File: config.mk
export PLATFORM = sky130hd
export DESIGN_NAME = microcoded_bus_machine_flat
export DESIGN_NICKNAME = d
export VERILOG_FILES = /design/src/rtl/core/mbm_pkg.sv /design/src/rtl/core/mbm_if.sv /design/src/rtl/core/mbm_alu.sv /design/src/rtl/core/microcoded_bus_machine.sv /design/src/flat_wrapper.sv
export SDC_FILE = /design/constraint.sdc
export NUM_CORES = 1
export LEC_CHECK = 0
export BUFFER_PORTS_ARGS = -buffer_cell sky130_fd_sc_hd__buf_2
export CAP_MARGIN = 20
export CORE_UTILIZATION = 56
export DETAILED_ROUTE_END_ITERATION = 10
export GPL_TIMING_DRIVEN = 0
export HOLD_SLACK_MARGIN = 0.06
export PLACE_DENSITY_LB_ADDON = 0.1
export SYNTH_ARGS = -nofsm -noshare
export SYNTH_HDL_FRONTEND = slang
export SYNTH_SLANG_ARGS = --single-unit
File: constraint.sdc
create_clock -name clk -period 3.9 [get_ports clk]
set_clock_uncertainty 0.2 [all_clocks]
set_input_delay 0.78 -clock clk [delete_from_list [all_inputs] [get_ports clk]]
set_output_delay 0.78 -clock clk [all_outputs]
set_load 0.005 [all_outputs]
File: src/rtl/core/mbm_pkg.sv
// ----------------------------------------------------------------------------
// mbm_pkg
// Shared types, codes and the sequencer control store for the microcoded
// bus machine.
// ----------------------------------------------------------------------------
package mbm_pkg;

    localparam int CFG_ROWS   = 8;
    localparam int CFG_IDX_W  = 3;
    localparam int CFG_DATA_W = 32;
    localparam int DATA_W     = 4;
    localparam int ROW_W      = 3;
    localparam int SLOT_W     = 2;
    localparam int CMD_W      = 6;
    localparam int UWORD_W    = 8;
    localparam int OP_W       = 5;
    localparam int DIV_STEPS  = 4;
    localparam int DIV_CNT_W  = 3;

    typedef logic [DATA_W-1:0]  data_t;
    typedef logic [UWORD_W-1:0] uword_t;

    // bus sources; codes 6 and 7 read as zero
    typedef enum logic [2:0] {
        SRC_RI  = 3'd0,
        SRC_A   = 3'd1,
        SRC_B   = 3'd2,
        SRC_C   = 3'd3,
        SRC_ALU = 3'd4,
        SRC_EXT = 3'd5
    } src_t;

    // bus destinations; code 7 writes nothing
    typedef enum logic [2:0] {
        DST_RI  = 3'd0,
        DST_A   = 3'd1,
        DST_B   = 3'd2,
        DST_C   = 3'd3,
        DST_R1  = 3'd4,
        DST_R2  = 3'd5,
        DST_OUT = 3'd6
    } dst_t;

    typedef enum logic [OP_W-1:0] {
        ALU_ZERO       = 5'd0,
        ALU_DIV        = 5'd1,
        ALU_MUL_DEC    = 5'd2,
        ALU_ADD        = 5'd3,
        ALU_SQ_SUB_SQ  = 5'd4,
        ALU_DOUBLE     = 5'd5,
        ALU_AVG        = 5'd6,
        ALU_MUL        = 5'd7,
        ALU_MOD        = 5'd8,
        ALU_HALF       = 5'd9,
        ALU_MUL_SUB    = 5'd10,
        ALU_SUB        = 5'd11,
        ALU_DIFF_SQ    = 5'd12,
        ALU_PASS_A     = 5'd13,
        ALU_SQUARE     = 5'd14,
        ALU_DEC        = 5'd15,
        ALU_NOT_A      = 5'd16,
        ALU_NAND       = 5'd17,
        ALU_NA_OR_B    = 5'd18,
        ALU_ONES       = 5'd19,
        ALU_XOR        = 5'd20,
        ALU_XOR_ALT    = 5'd21,
        ALU_NA_OR_B2   = 5'd22,
        ALU_OR         = 5'd23,
        ALU_A_ANDN_B   = 5'd24,
        ALU_A_ORN_B    = 5'd25,
        ALU_AND        = 5'd26,
        ALU_XNOR       = 5'd27,
        ALU_NOT_B      = 5'd28,
        ALU_NOR        = 5'd29,
        ALU_XNOR_ALT   = 5'd30,
        ALU_XNOR_ALT2  = 5'd31
    } alu_op_t;

    // sequencer
    typedef logic [0:0] step_t;
    localparam step_t STEP_FETCH = 1'b0;
    localparam step_t STEP_EXEC  = 1'b1;

    typedef enum logic [0:0] {
        COND_IN_FIRE = 1'b0,
        COND_COMMIT  = 1'b1
    } cond_t;

    typedef struct packed {
        logic  accept;   // open the input channel
        logic  divide;   // run one divider iteration
        logic  commit;   // retire the microword into state and result
        cond_t cond;     // jump condition
        step_t target;   // next step when cond holds
        step_t alt;      // next step otherwise
    } ctl_t;

    function automatic ctl_t ucode_rom(input step_t step);
        ctl_t c;
        unique case (step)
            STEP_FETCH: c = '{accept: 1'b1, divide: 1'b0, commit: 1'b0,
                              cond: COND_IN_FIRE, target: STEP_EXEC, alt: STEP_FETCH};
            STEP_EXEC:  c = '{accept: 1'b0, divide: 1'b1, commit: 1'b1,
                              cond: COND_COMMIT, target: STEP_FETCH, alt: STEP_EXEC};
        endcase
        return c;
    endfunction

    function automatic alu_op_t alu_op_of(input logic [CMD_W-1:0] cmd);
        return alu_op_t'({cmd[5:2], cmd[0]});
    endfunction

endpackage

File: src/rtl/core/mbm_if.sv
// ----------------------------------------------------------------------------
// mbm_if
// Valid/ready channels of the microcoded bus machine: request and response.
// ----------------------------------------------------------------------------
interface mbm_req_if;
    logic                valid;
    logic                ready;
    mbm_pkg::data_t      external_value;

    modport source (output valid, output external_value, input ready);
    modport sink   (input valid, input external_value, output ready);
endinterface

interface mbm_rsp_if;
    logic                valid;
    logic                ready;
    logic                out_valid;
    mbm_pkg::data_t      out_value;
    logic                input_used;
    logic                halted;
    mbm_pkg::data_t      value_a;
    mbm_pkg::data_t      value_b;
    mbm_pkg::data_t      value_c;

    modport source (output valid, output out_valid, output out_value, output input_used,
                    output halted, output value_a, output value_b, output value_c,
                    input ready);
    modport sink   (input valid, input out_valid, input out_value, input input_used,
                    input halted, input value_a, input value_b, input value_c,
                    output ready);
endinterface

File: src/rtl/core/mbm_alu.sv
// ----------------------------------------------------------------------------
// mbm_alu
// 4-bit ALU, 32 operations, results mod 16. Quotient and remainder come
// from the iterative divider in the top level.
// ----------------------------------------------------------------------------
module mbm_alu (
    input  mbm_pkg::alu_op_t op,
    input  mbm_pkg::data_t   a,
    input  mbm_pkg::data_t   b,
    input  mbm_pkg::data_t   quotient,
    input  mbm_pkg::data_t   remainder,
    output mbm_pkg::data_t   result
);

    logic [7:0]     ab_full;
    logic [7:0]     aa_full;
    logic [7:0]     bb_full;
    logic [7:0]     dd_full;
    logic [4:0]     sum;
    mbm_pkg::data_t diff;
    logic           b_zero;

    assign ab_full = {4'b0, a} * {4'b0, b};
    assign aa_full = {4'b0, a} * {4'b0, a};
    assign bb_full = {4'b0, b} * {4'b0, b};
    assign sum     = {1'b0, a} + {1'b0, b};
    assign diff    = a - b;
    assign dd_full = {4'b0, diff} * {4'b0, diff};
    assign b_zero  = (b == '0);

    always_comb
    begin
        unique case (op)
            mbm_pkg::ALU_ZERO:      result = '0;
            mbm_pkg::ALU_DIV:       result = b_zero ? '0 : quotient;
            mbm_pkg::ALU_MUL_DEC:   result = ab_full[3:0] - 4'd1;
            mbm_pkg::ALU_ADD:       result = sum[3:0];
            mbm_pkg::ALU_SQ_SUB_SQ: result = aa_full[3:0] - bb_full[3:0];
            mbm_pkg::ALU_DOUBLE:    result = {a[2:0], 1'b0};
            mbm_pkg::ALU_AVG:       result = sum[4:1];
            mbm_pkg::ALU_MUL:       result = ab_full[3:0];
            mbm_pkg::ALU_MOD:       result = b_zero ? '0 : remainder;
            mbm_pkg::ALU_HALF:      result = {1'b0, a[3:1]};
            mbm_pkg::ALU_MUL_SUB:   result = ab_full[3:0] - sum[3:0];
            mbm_pkg::ALU_SUB:       result = diff;
            mbm_pkg::ALU_DIFF_SQ:   result = dd_full[3:0];
            mbm_pkg::ALU_PASS_A:    result = a;
            mbm_pkg::ALU_SQUARE:    result = aa_full[3:0];
            mbm_pkg::ALU_DEC:       result = a - 4'd1;
            mbm_pkg::ALU_NOT_A:     result = ~a;
            mbm_pkg::ALU_NAND:      result = ~(a & b);
            mbm_pkg::ALU_NA_OR_B,
            mbm_pkg::ALU_NA_OR_B2:  result = ~a | b;
            mbm_pkg::ALU_ONES:      result = '1;
            mbm_pkg::ALU_XOR,
            mbm_pkg::ALU_XOR_ALT:   result = a ^ b;
            mbm_pkg::ALU_OR:        result = a | b;
            mbm_pkg::ALU_A_ANDN_B:  result = a & ~b;
            mbm_pkg::ALU_A_ORN_B:   result = a | ~b;
            mbm_pkg::ALU_AND:       result = a & b;
            mbm_pkg::ALU_XNOR,
            mbm_pkg::ALU_XNOR_ALT,
            mbm_pkg::ALU_XNOR_ALT2: result = ~(a ^ b);
            mbm_pkg::ALU_NOT_B:     result = ~b;
            mbm_pkg::ALU_NOR:       result = ~(a | b);
        endcase
    end

endmodule

File: src/rtl/core/microcoded_bus_machine.sv
// ----------------------------------------------------------------------------
// microcoded_bus_machine
// Bus machine driven by a 32-word microcode store; one input word runs one
// microword and returns one response word.
// ----------------------------------------------------------------------------
//  channel    dir   handshake       payload
//  request    in    valid/ready     external_value[3:0]
//  response   out   valid/ready     out_valid, out_value, input_used, halted,
//                                   value_a, value_b, value_c
//  cfg        in    cfg_write       cfg_index[2:0], cfg_data[31:0]
//
//  A word runs a fetch step, then an execute step. ALU divide and modulo
//  hold the execute step while the radix-2 divider iterates.
//  Response sits in an output register; the next request is taken while it
//  waits. The execute step holds while that register is full and not taken.
//  Reset clears microcode, machine registers and counters; no clearing pass.
// ----------------------------------------------------------------------------
module microcoded_bus_machine (
    input  logic                               clk,
    input  logic                               rst_n,
    input  logic                               cfg_write,
    input  logic [mbm_pkg::CFG_IDX_W-1:0]      cfg_index,
    input  logic [mbm_pkg::CFG_DATA_W-1:0]     cfg_data,
    mbm_req_if.sink                            request,
    mbm_rsp_if.source                          response
);

    // microcode store and machine state
    logic [mbm_pkg::CFG_DATA_W-1:0] microcode_reg [mbm_pkg::CFG_ROWS];
    mbm_pkg::data_t                 a_reg, a_next;
    mbm_pkg::data_t                 b_reg, b_next;
    mbm_pkg::data_t                 c_reg, c_next;
    mbm_pkg::data_t                 op1_reg, op1_next;
    mbm_pkg::data_t                 op2_reg, op2_next;
    logic [mbm_pkg::ROW_W-1:0]      row_reg, row_next;
    logic [mbm_pkg::SLOT_W-1:0]     slot_reg, slot_next;
    logic [mbm_pkg::CMD_W-1:0]      cmd_reg, cmd_next;
    logic                           stopped_reg, stopped_next;

    // sequencer
    mbm_pkg::step_t                 step_reg, step_next;
    mbm_pkg::ctl_t                  ctl;
    logic                           cond_true;

    // fetched word
    mbm_pkg::uword_t                word_reg;
    mbm_pkg::data_t                 ext_reg;

    // divider
    mbm_pkg::data_t                 quo_reg;
    mbm_pkg::data_t                 rem_reg;
    logic [mbm_pkg::DIV_CNT_W-1:0]  div_cnt_reg;
    logic [5:0]                     div_trial;
    logic                           div_needed;
    logic                           div_done;
    mbm_pkg::alu_op_t               alu_op;
    mbm_pkg::data_t                 alu_result;

    // response register
    logic                           rsp_valid_reg;
    logic                           rsp_out_valid_reg;
    mbm_pkg::data_t                 rsp_out_value_reg;
    logic                           rsp_input_used_reg;
    logic                           rsp_halted_reg;
    mbm_pkg::data_t                 rsp_a_reg;
    mbm_pkg::data_t                 rsp_b_reg;
    mbm_pkg::data_t                 rsp_c_reg;

    logic                           in_fire;
    logic                           out_free;
    logic                           commit_fire;
    mbm_pkg::src_t                  src;
    mbm_pkg::dst_t                  dst;
    mbm_pkg::data_t                 bus_val;
    logic                           bus_ext;
    logic                           bus_out;
    logic [mbm_pkg::ROW_W-1:0]      row_wr;

    assign ctl = mbm_pkg::ucode_rom(step_reg);

    assign request.ready = ctl.accept;
    assign in_fire       = request.valid && ctl.accept;
    assign out_free      = !rsp_valid_reg || response.ready;

    assign alu_op     = mbm_pkg::alu_op_of(cmd_reg);
    assign div_needed = (alu_op == mbm_pkg::ALU_DIV) || (alu_op == mbm_pkg::ALU_MOD);
    assign div_done   = !div_needed || (div_cnt_reg == mbm_pkg::DIV_CNT_W'(mbm_pkg::DIV_STEPS));
    assign div_trial  = {1'b0, rem_reg, quo_reg[3]} - {2'b0, op2_reg};

    assign commit_fire = ctl.commit && div_done && out_free;

    always_comb
    begin
        unique case (ctl.cond)
            mbm_pkg::COND_IN_FIRE: cond_true = in_fire;
            mbm_pkg::COND_COMMIT:  cond_true = commit_fire;
        endcase
        step_next = cond_true ? ctl.target : ctl.alt;
    end

    mbm_alu u_alu (
        .op        (alu_op),
        .a         (op1_reg),
        .b         (op2_reg),
        .quotient  (quo_reg),
        .remainder (rem_reg),
        .result    (alu_result)
    );

    // bus transfer
    assign src = mbm_pkg::src_t'(word_reg[7:5]);
    assign dst = mbm_pkg::dst_t'(word_reg[4:2]);

    always_comb
    begin
        bus_ext = 1'b0;
        unique case (src)
            mbm_pkg::SRC_RI:  bus_val = {1'b0, row_reg};
            mbm_pkg::SRC_A:   bus_val = a_reg;
            mbm_pkg::SRC_B:   bus_val = b_reg;
            mbm_pkg::SRC_C:   bus_val = c_reg;
            mbm_pkg::SRC_ALU: bus_val = alu_result;
            mbm_pkg::SRC_EXT:
            begin
                bus_val = ext_reg;
                bus_ext = 1'b1;
            end
            default:          bus_val = '0;
        endcase
    end

    always_comb
    begin
        a_next   = a_reg;
        b_next   = b_reg;
        c_next   = c_reg;
        op1_next = op1_reg;
        op2_next = op2_reg;
        cmd_next = cmd_reg;
        row_wr   = row_reg;
        bus_out  = 1'b0;
        unique case (dst)
            mbm_pkg::DST_RI:  row_wr   = bus_val[mbm_pkg::ROW_W-1:0];
            mbm_pkg::DST_A:   a_next   = bus_val;
            mbm_pkg::DST_B:   b_next   = bus_val;
            mbm_pkg::DST_C:   c_next   = bus_val;
            mbm_pkg::DST_R1:  op1_next = bus_val;
            mbm_pkg::DST_R2:  op2_next = bus_val;
            mbm_pkg::DST_OUT: bus_out  = 1'b1;
            default:          bus_out  = 1'b0;
        endcase
        if (dst == mbm_pkg::DST_RI || dst == mbm_pkg::DST_R1 || dst == mbm_pkg::DST_R2)
        begin
            cmd_next = {cmd_reg[mbm_pkg::CMD_W-3:0], word_reg[1:0]};
        end
        slot_next    = slot_reg + 1'b1;
        row_next     = (slot_next == '0) ? row_wr + 1'b1 : row_wr;
        stopped_next = (slot_next == '0) && (row_next == '0);
    end

    // configuration
    always_ff @(posedge clk or negedge rst_n)
    begin
        if (!rst_n)
        begin
            for (int i = 0; i < mbm_pkg::CFG_ROWS; i++)
            begin
                microcode_reg[i] <= '0;
            end
        end
        else if (cfg_write)
        begin
            microcode_reg[cfg_index] <= cfg_data;
        end
    end

    // machine state, sequencer and divider control
    always_ff @(posedge clk or negedge rst_n)
    begin
        if (!rst_n)
        begin
            a_reg         <= '0;
            b_reg         <= '0;
            c_reg         <= '0;
            op1_reg       <= '0;
            op2_reg       <= '0;
            row_reg       <= '0;
            slot_reg      <= '0;
            cmd_reg       <= '0;
            stopped_reg   <= 1'b0;
            step_reg      <= mbm_pkg::STEP_FETCH;
            div_cnt_reg   <= '0;
            rsp_valid_reg <= 1'b0;
        end
        else
        begin
            step_reg <= step_next;
            if (in_fire)
            begin
                div_cnt_reg <= '0;
            end
            else if (ctl.divide && !div_done)
            begin
                div_cnt_reg <= div_cnt_reg + 1'b1;
            end
            if (commit_fire && !stopped_reg)
            begin
                a_reg       <= a_next;
                b_reg       <= b_next;
                c_reg       <= c_next;
                op1_reg     <= op1_next;
                op2_reg     <= op2_next;
                row_reg     <= row_next;
                slot_reg    <= slot_next;
                cmd_reg     <= cmd_next;
                stopped_reg <= stopped_next;
            end
            if (commit_fire)
            begin
                rsp_valid_reg <= 1'b1;
            end
            else if (response.ready)
            begin
                rsp_valid_reg <= 1'b0;
            end
        end
    end

    // datapath registers
    always_ff @(posedge clk)
    begin
        if (in_fire)
        begin
            word_reg <= microcode_reg[row_reg][{slot_reg, 3'b000} +: mbm_pkg::UWORD_W];
            ext_reg  <= request.external_value;
            quo_reg  <= op1_reg;
            rem_reg  <= '0;
        end
        else if (ctl.divide && !div_done)
        begin
            // restoring step: shift in the next dividend bit, subtract if it fits
            if (!div_trial[5])
            begin
                rem_reg <= div_trial[3:0];
                quo_reg <= {quo_reg[2:0], 1'b1};
            end
            else
            begin
                rem_reg <= {rem_reg[2:0], quo_reg[3]};
                quo_reg <= {quo_reg[2:0], 1'b0};
            end
        end
        if (commit_fire)
        begin
            if (stopped_reg)
            begin
                rsp_out_valid_reg  <= 1'b0;
                rsp_out_value_reg  <= '0;
                rsp_input_used_reg <= 1'b0;
                rsp_halted_reg     <= 1'b1;
                rsp_a_reg          <= a_reg;
                rsp_b_reg          <= b_reg;
                rsp_c_reg          <= c_reg;
            end
            else
            begin
                rsp_out_valid_reg  <= bus_out;
                rsp_out_value_reg  <= bus_out ? bus_val : '0;
                rsp_input_used_reg <= bus_ext;
                rsp_halted_reg     <= stopped_next;
                rsp_a_reg          <= a_next;
                rsp_b_reg          <= b_next;
                rsp_c_reg          <= c_next;
            end
        end
    end

    assign response.valid      = rsp_valid_reg;
    assign response.out_valid  = rsp_out_valid_reg;
    assign response.out_value  = rsp_out_value_reg;
    assign response.input_used = rsp_input_used_reg;
    assign response.halted     = rsp_halted_reg;
    assign response.value_a    = rsp_a_reg;
    assign response.value_b    = rsp_b_reg;
    assign response.value_c    = rsp_c_reg;

endmodule

File: src/flat_wrapper.sv
// flat-port wrapper written by rule: the top's interface ports become plain ports
module microcoded_bus_machine_flat 
  (clk, rst_n, cfg_write, cfg_index, cfg_data, request_valid, request_external_value, request_ready, response_valid, response_out_valid, response_out_value, response_input_used, response_halted, response_value_a, response_value_b, response_value_c, response_ready);
  mbm_req_if request_i ();
  mbm_rsp_if response_i ();
  input  logic clk;
  input  logic rst_n;
  input  logic cfg_write;
  input  logic [mbm_pkg::CFG_IDX_W-1:0] cfg_index;
  input  logic [mbm_pkg::CFG_DATA_W-1:0] cfg_data;
  input wire logic [$bits(request_i.valid)-1:0] request_valid;
  input wire logic [$bits(request_i.external_value)-1:0] request_external_value;
  output wire logic [$bits(request_i.ready)-1:0] request_ready;
  output wire logic [$bits(response_i.valid)-1:0] response_valid;
  output wire logic [$bits(response_i.out_valid)-1:0] response_out_valid;
  output wire logic [$bits(response_i.out_value)-1:0] response_out_value;
  output wire logic [$bits(response_i.input_used)-1:0] response_input_used;
  output wire logic [$bits(response_i.halted)-1:0] response_halted;
  output wire logic [$bits(response_i.value_a)-1:0] response_value_a;
  output wire logic [$bits(response_i.value_b)-1:0] response_value_b;
  output wire logic [$bits(response_i.value_c)-1:0] response_value_c;
  input wire logic [$bits(response_i.ready)-1:0] response_ready;
  assign request_i.valid = request_valid;
  assign request_i.external_value = request_external_value;
  assign request_ready = request_i.ready;
  assign response_valid = response_i.valid;
  assign response_out_valid = response_i.out_valid;
  assign response_out_value = response_i.out_value;
  assign response_input_used = response_i.input_used;
  assign response_halted = response_i.halted;
  assign response_value_a = response_i.value_a;
  assign response_value_b = response_i.value_b;
  assign response_value_c = response_i.value_c;
  assign response_i.ready = response_ready;
  microcoded_bus_machine u_core (.clk(clk), .rst_n(rst_n), .cfg_write(cfg_write), .cfg_index(cfg_index), .cfg_data(cfg_data), .request(request_i), .response(response_i));
endmodule
==> flow_metrics.tcl <==
set metrics [dict create \
    synth_area_mm2 0.01701 \
    syn_area_per_cell_um2 13.30 \
    worstPathArrival_ps 4100 \
    path_cells "clkbuf_4, inv_1, ha_1, inv_1, xnor2_2, o22ai_1, a22oi_1, nand3_1, a21oi_2, buf_4, o21ai_2, ha_1, or2b_1, a211oi_2, a21o_1" \
    grt_max_degree 110 \
    die_w_um 176.3 \
    cts_tree "yes" \
    final_util 0.6509 \
    final_layout_size_suffix_gt1_frac 0.3929 \
    hold_viol 0 \
    setup_slack_ps -23.83 \
    clockRootBuffer "clkbuf_16" \
    ys_seq_area_frac 0.4976 \
    dr_total_vias 11300 \
    final_area_mm2 0.01939 \
    clk_pin_slew_ps 60 \
    gp_congestion 1.013 \
    hold_slack_ps 41.82 \
    grt_pass1_wl_um 69470 \
    multi_input_area_mm2 0.008105 \
    synth_cell_type_count 79 \
    finalSetupViolations 1 \
    syn-num-nets 1357 \
    hpwl_um 30110 \
    start_util 0.5708 \
    core_mm2 0.02980 \
    p_comb_frac 0.459 \
    reg2regPathDepth 15 \
    path_delay_family "compound AO/OA/AOI/OAI gates" \
    clkSinkCount 332 \
    yosysWarnings 0 \
    p_int_mw 9.711 \
    pwr-share-clk 0.211 \
    period_share 1.006 \
    violations "setup timing" \
    dieArea_mm2 0.03107 \
    outcome "complete, but fails checks" \
    startpoint_type "flip-flop" \
    leakage_nw 7.985 \
    rsz0062_at_grt "yes" \
    place_area_mm2 0.01790 \
    netlist_instances 1279 \
    htreeDepth 2 \
    irDropWorstVdd_mv 0.3631 \
    fmaxAchievable_mhz 254.9 \
    portBuffers 61 \
    crit_type "reg -> reg" \
    worstMarginPinSlew_ps 1021 \
    power_density_mw_per_mm2 790.7 \
    chipHeight_um 176.3 \
    numCtsBuffers 35 \
    min_path_type "in -> async" \
    synth.ff_latch_count 332 \
    rows 63 \
    ys_async_sr_fraction 0.8825 \
    yosys.area.top_type_share 0.4311 \
    cp.depth 15 \
    regArea_mm2 0.008466 \
    avgViaCountPerCell 6.194 \
    ant_nets 0 \
    finalNetCount 1484 \
    synth-main-ff-cell "dfrtp_1" \
    holdBufCountCts 0 \
    worst-path-buf-inv 4 \
    drc 0 \
    worstSkewPairLatency_ps 510 \
    grt_pass1_vias 11580 \
    cap_violations 0 \
    cp_slowest_cell "dfrtp_1" \
    num-fill-cells 2265 \
    period_minus_slack_ps 3924 \
    wirelength_um 44520 \
    synth-edff-count 35 \
    first_pass_iters 7 \
    worstPathRequired_ps 4070 \
    slew_headroom 0.3192 \
    seqPwrFrac 0.330 \
    critPathCaptureType "flip-flop" \
    synth_area_leaders "dfrtp_1 (43%), mux2_2 (18%), mux4_2 (11%)" \
    p_switching_mw 5.623 \
    max_stage_delay_ps 420 \
    drt_iter0_markers 966 \
    cp_max_fo 8 \
    clockBufferDepth 3 \
    synth_area_leader_cell "dfrtp_1" \
    antenna_found_initial 2 \
    grt-ovfl-total 0 \
    grt.total_usage 0.2979 \
    switching_share 0.3667 \
    syn_to_final_growth_pct 14.02 \
    num_io_pins 65 \
    slew_viol_final 0 \
    largest_register_ffs 256 \
    routedWlPerCell_um 24.39 \
]
-- placed cells by master, fill, tap and decap left out, types with 4 or more instances in the layout --
cell type / netlist / final
a21oi_1: 36 / 34
buf_2: 21 / 74
edfxtp_1: 35 / 35
xor2_1: 9 / 8
o21ai_0: 34 / 33
nand3b_1: 4 / 4
buf_4: 4 / 31
o211ai_1: 7 / 7
mux4_2: 80 / 80
dfrtp_1: 293 / 291
xnor2_1: 17 / 15
buf_1: 6 / 5
ha_1: 32 / 28
or3_1: 6 / 6
nand4b_1: 4 / 4
inv_1: 29 / 25
nor3_1: 19 / 19
o2111ai_1: 6 / 6
nand3_1: 19 / 19
nand4_1: 8 / 8
nor2_1: 42 / 42
mux2i_1: 13 / 13
and3_1: 5 / 5
buf_6: 7 / 10
a22oi_1: 8 / 8
mux2_2: 278 / 278
nand2_1: 70 / 69
o21ai_1: 13 / 13
dfxtp_1: 4 / 4
o22ai_1: 11 / 11
clkbuf_16: 0 / 37
nor3b_1: 5 / 5
nor2b_1: 15 / 15
clkbuf_8: 0 / 7
clkbuf_1: 54 / 70
nand2b_1: 15 / 15
buf_8: 0 / 4
a31oi_1: 10 / 10
-- repair_timing --
action | CTS | global route
resized for setup | 30 | 12
endpoints found under the setup margin | 22 | 6
pin swaps | 9 | 11
setup buffers | 14 | 11
-- metal layers --
metal	track usage	up-vias	wire [um]
met5	0	-	13
met4	0.09855	2	1393
met3	0.03575	88	1992
met2	0.4959	341	21900
met1	0.4082	5862	19220
li1	-	5011	-
-- power groups by stage --
| stage | Clock, mW | Sequential, mW | Combinational, mW |
|---|---|---|---|
| 2_1_floorplan | 0 | 4.94 | 4.62 |
| 3_3_place_gp | 0 | 5.07 | 6.48 |
| 3_5_place_dp | 0 | 5.11 | 6.54 |
| 4_1_cts | 3.29 | 5.04 | 6.85 |
| 5_1_grt | 3.41 | 5.16 | 7.52 |
| 6_report | 3.24 | 5.05 | 7.04 |
-- kinds of logic after synthesis --
logic type / synth area share
DFF: 0.4976
muxes: 0.2976
buffers and inverters: 0.03244
AOI/OAI and AO/OA: 0.06017
xor gates and xnor gates: 0.01471
adders and majority gates: 0.02648
and+or+nand+nor: 0.07099
-- worst paths after layout --
check                                           from  slack, ps                         to
max                                u_core.op1_reg[2]        -20     u_core.response.halted
min reg2reg                       u_core.word_reg[0]        280          u_core.cmd_reg[0]
max in group asynchronous                      rst_n       2460  u_core.microcode_reg[106]
min                                            rst_n         40      u_core.div_cnt_reg[0]
max reg2reg                        u_core.op1_reg[2]        -20     u_core.response.halted
min in group clk           request_external_value[0]        240          u_core.ext_reg[0]
-- final cells by class --
cell class / count / share of cell area
Antenna cell: 2 / 0.0002581
Clock inverter: 3 / 0.001677
Tap cell: 390 / 0.02516
Buffer: 90 / 0.02406
Inverter: 30 / 0.006710
Sequential cell: 332 / 0.4365
Clock buffer: 61 / 0.05600
Timing Repair Buffer: 92 / 0.03168
Multi-Input combinational cell: 825 / 0.4179
-- cells in the mapped netlist, drive strengths merged, types with 3 or more instances --
master / number
a211oi: 4
a21oi: 36
a22oi: 8
a2bb2oi: 3
a31oi: 11
a32oi: 3
and3: 6
buf: 38
clkbuf: 54
dfrtp: 293
dfxtp: 4
edfxtp: 35
ha: 32
inv: 30
mux2: 278
mux2i: 13
mux4: 80
nand2: 70
nand2b: 15
nand3: 20
nand3b: 5
nand4: 8
nand4b: 4
nor2: 43
nor2b: 15
nor3: 20
nor3b: 6
nor4: 3
o2111ai: 6
o211ai: 7
o21ai: 47
o22ai: 11
or3: 6
or4: 3
xnor2: 17
xor2: 9
-- through the flow --
stage	std cells	worst slack, ps	setup TNS (ps)	total power [mW]
4_1_cts	1811	11.75	0	15.18
2_1_floorplan	1279	29.98	0	9.564
3_3_place_gp	1730	-3632	-1059140	11.55
6_report	1825	-23.83	-23.83	15.33
3_5_place_dp	1733	-722.5	-5441	11.64
5_1_grt	1823	-183.0	-391.8	16.10
(Power assumes the default switching activity.)
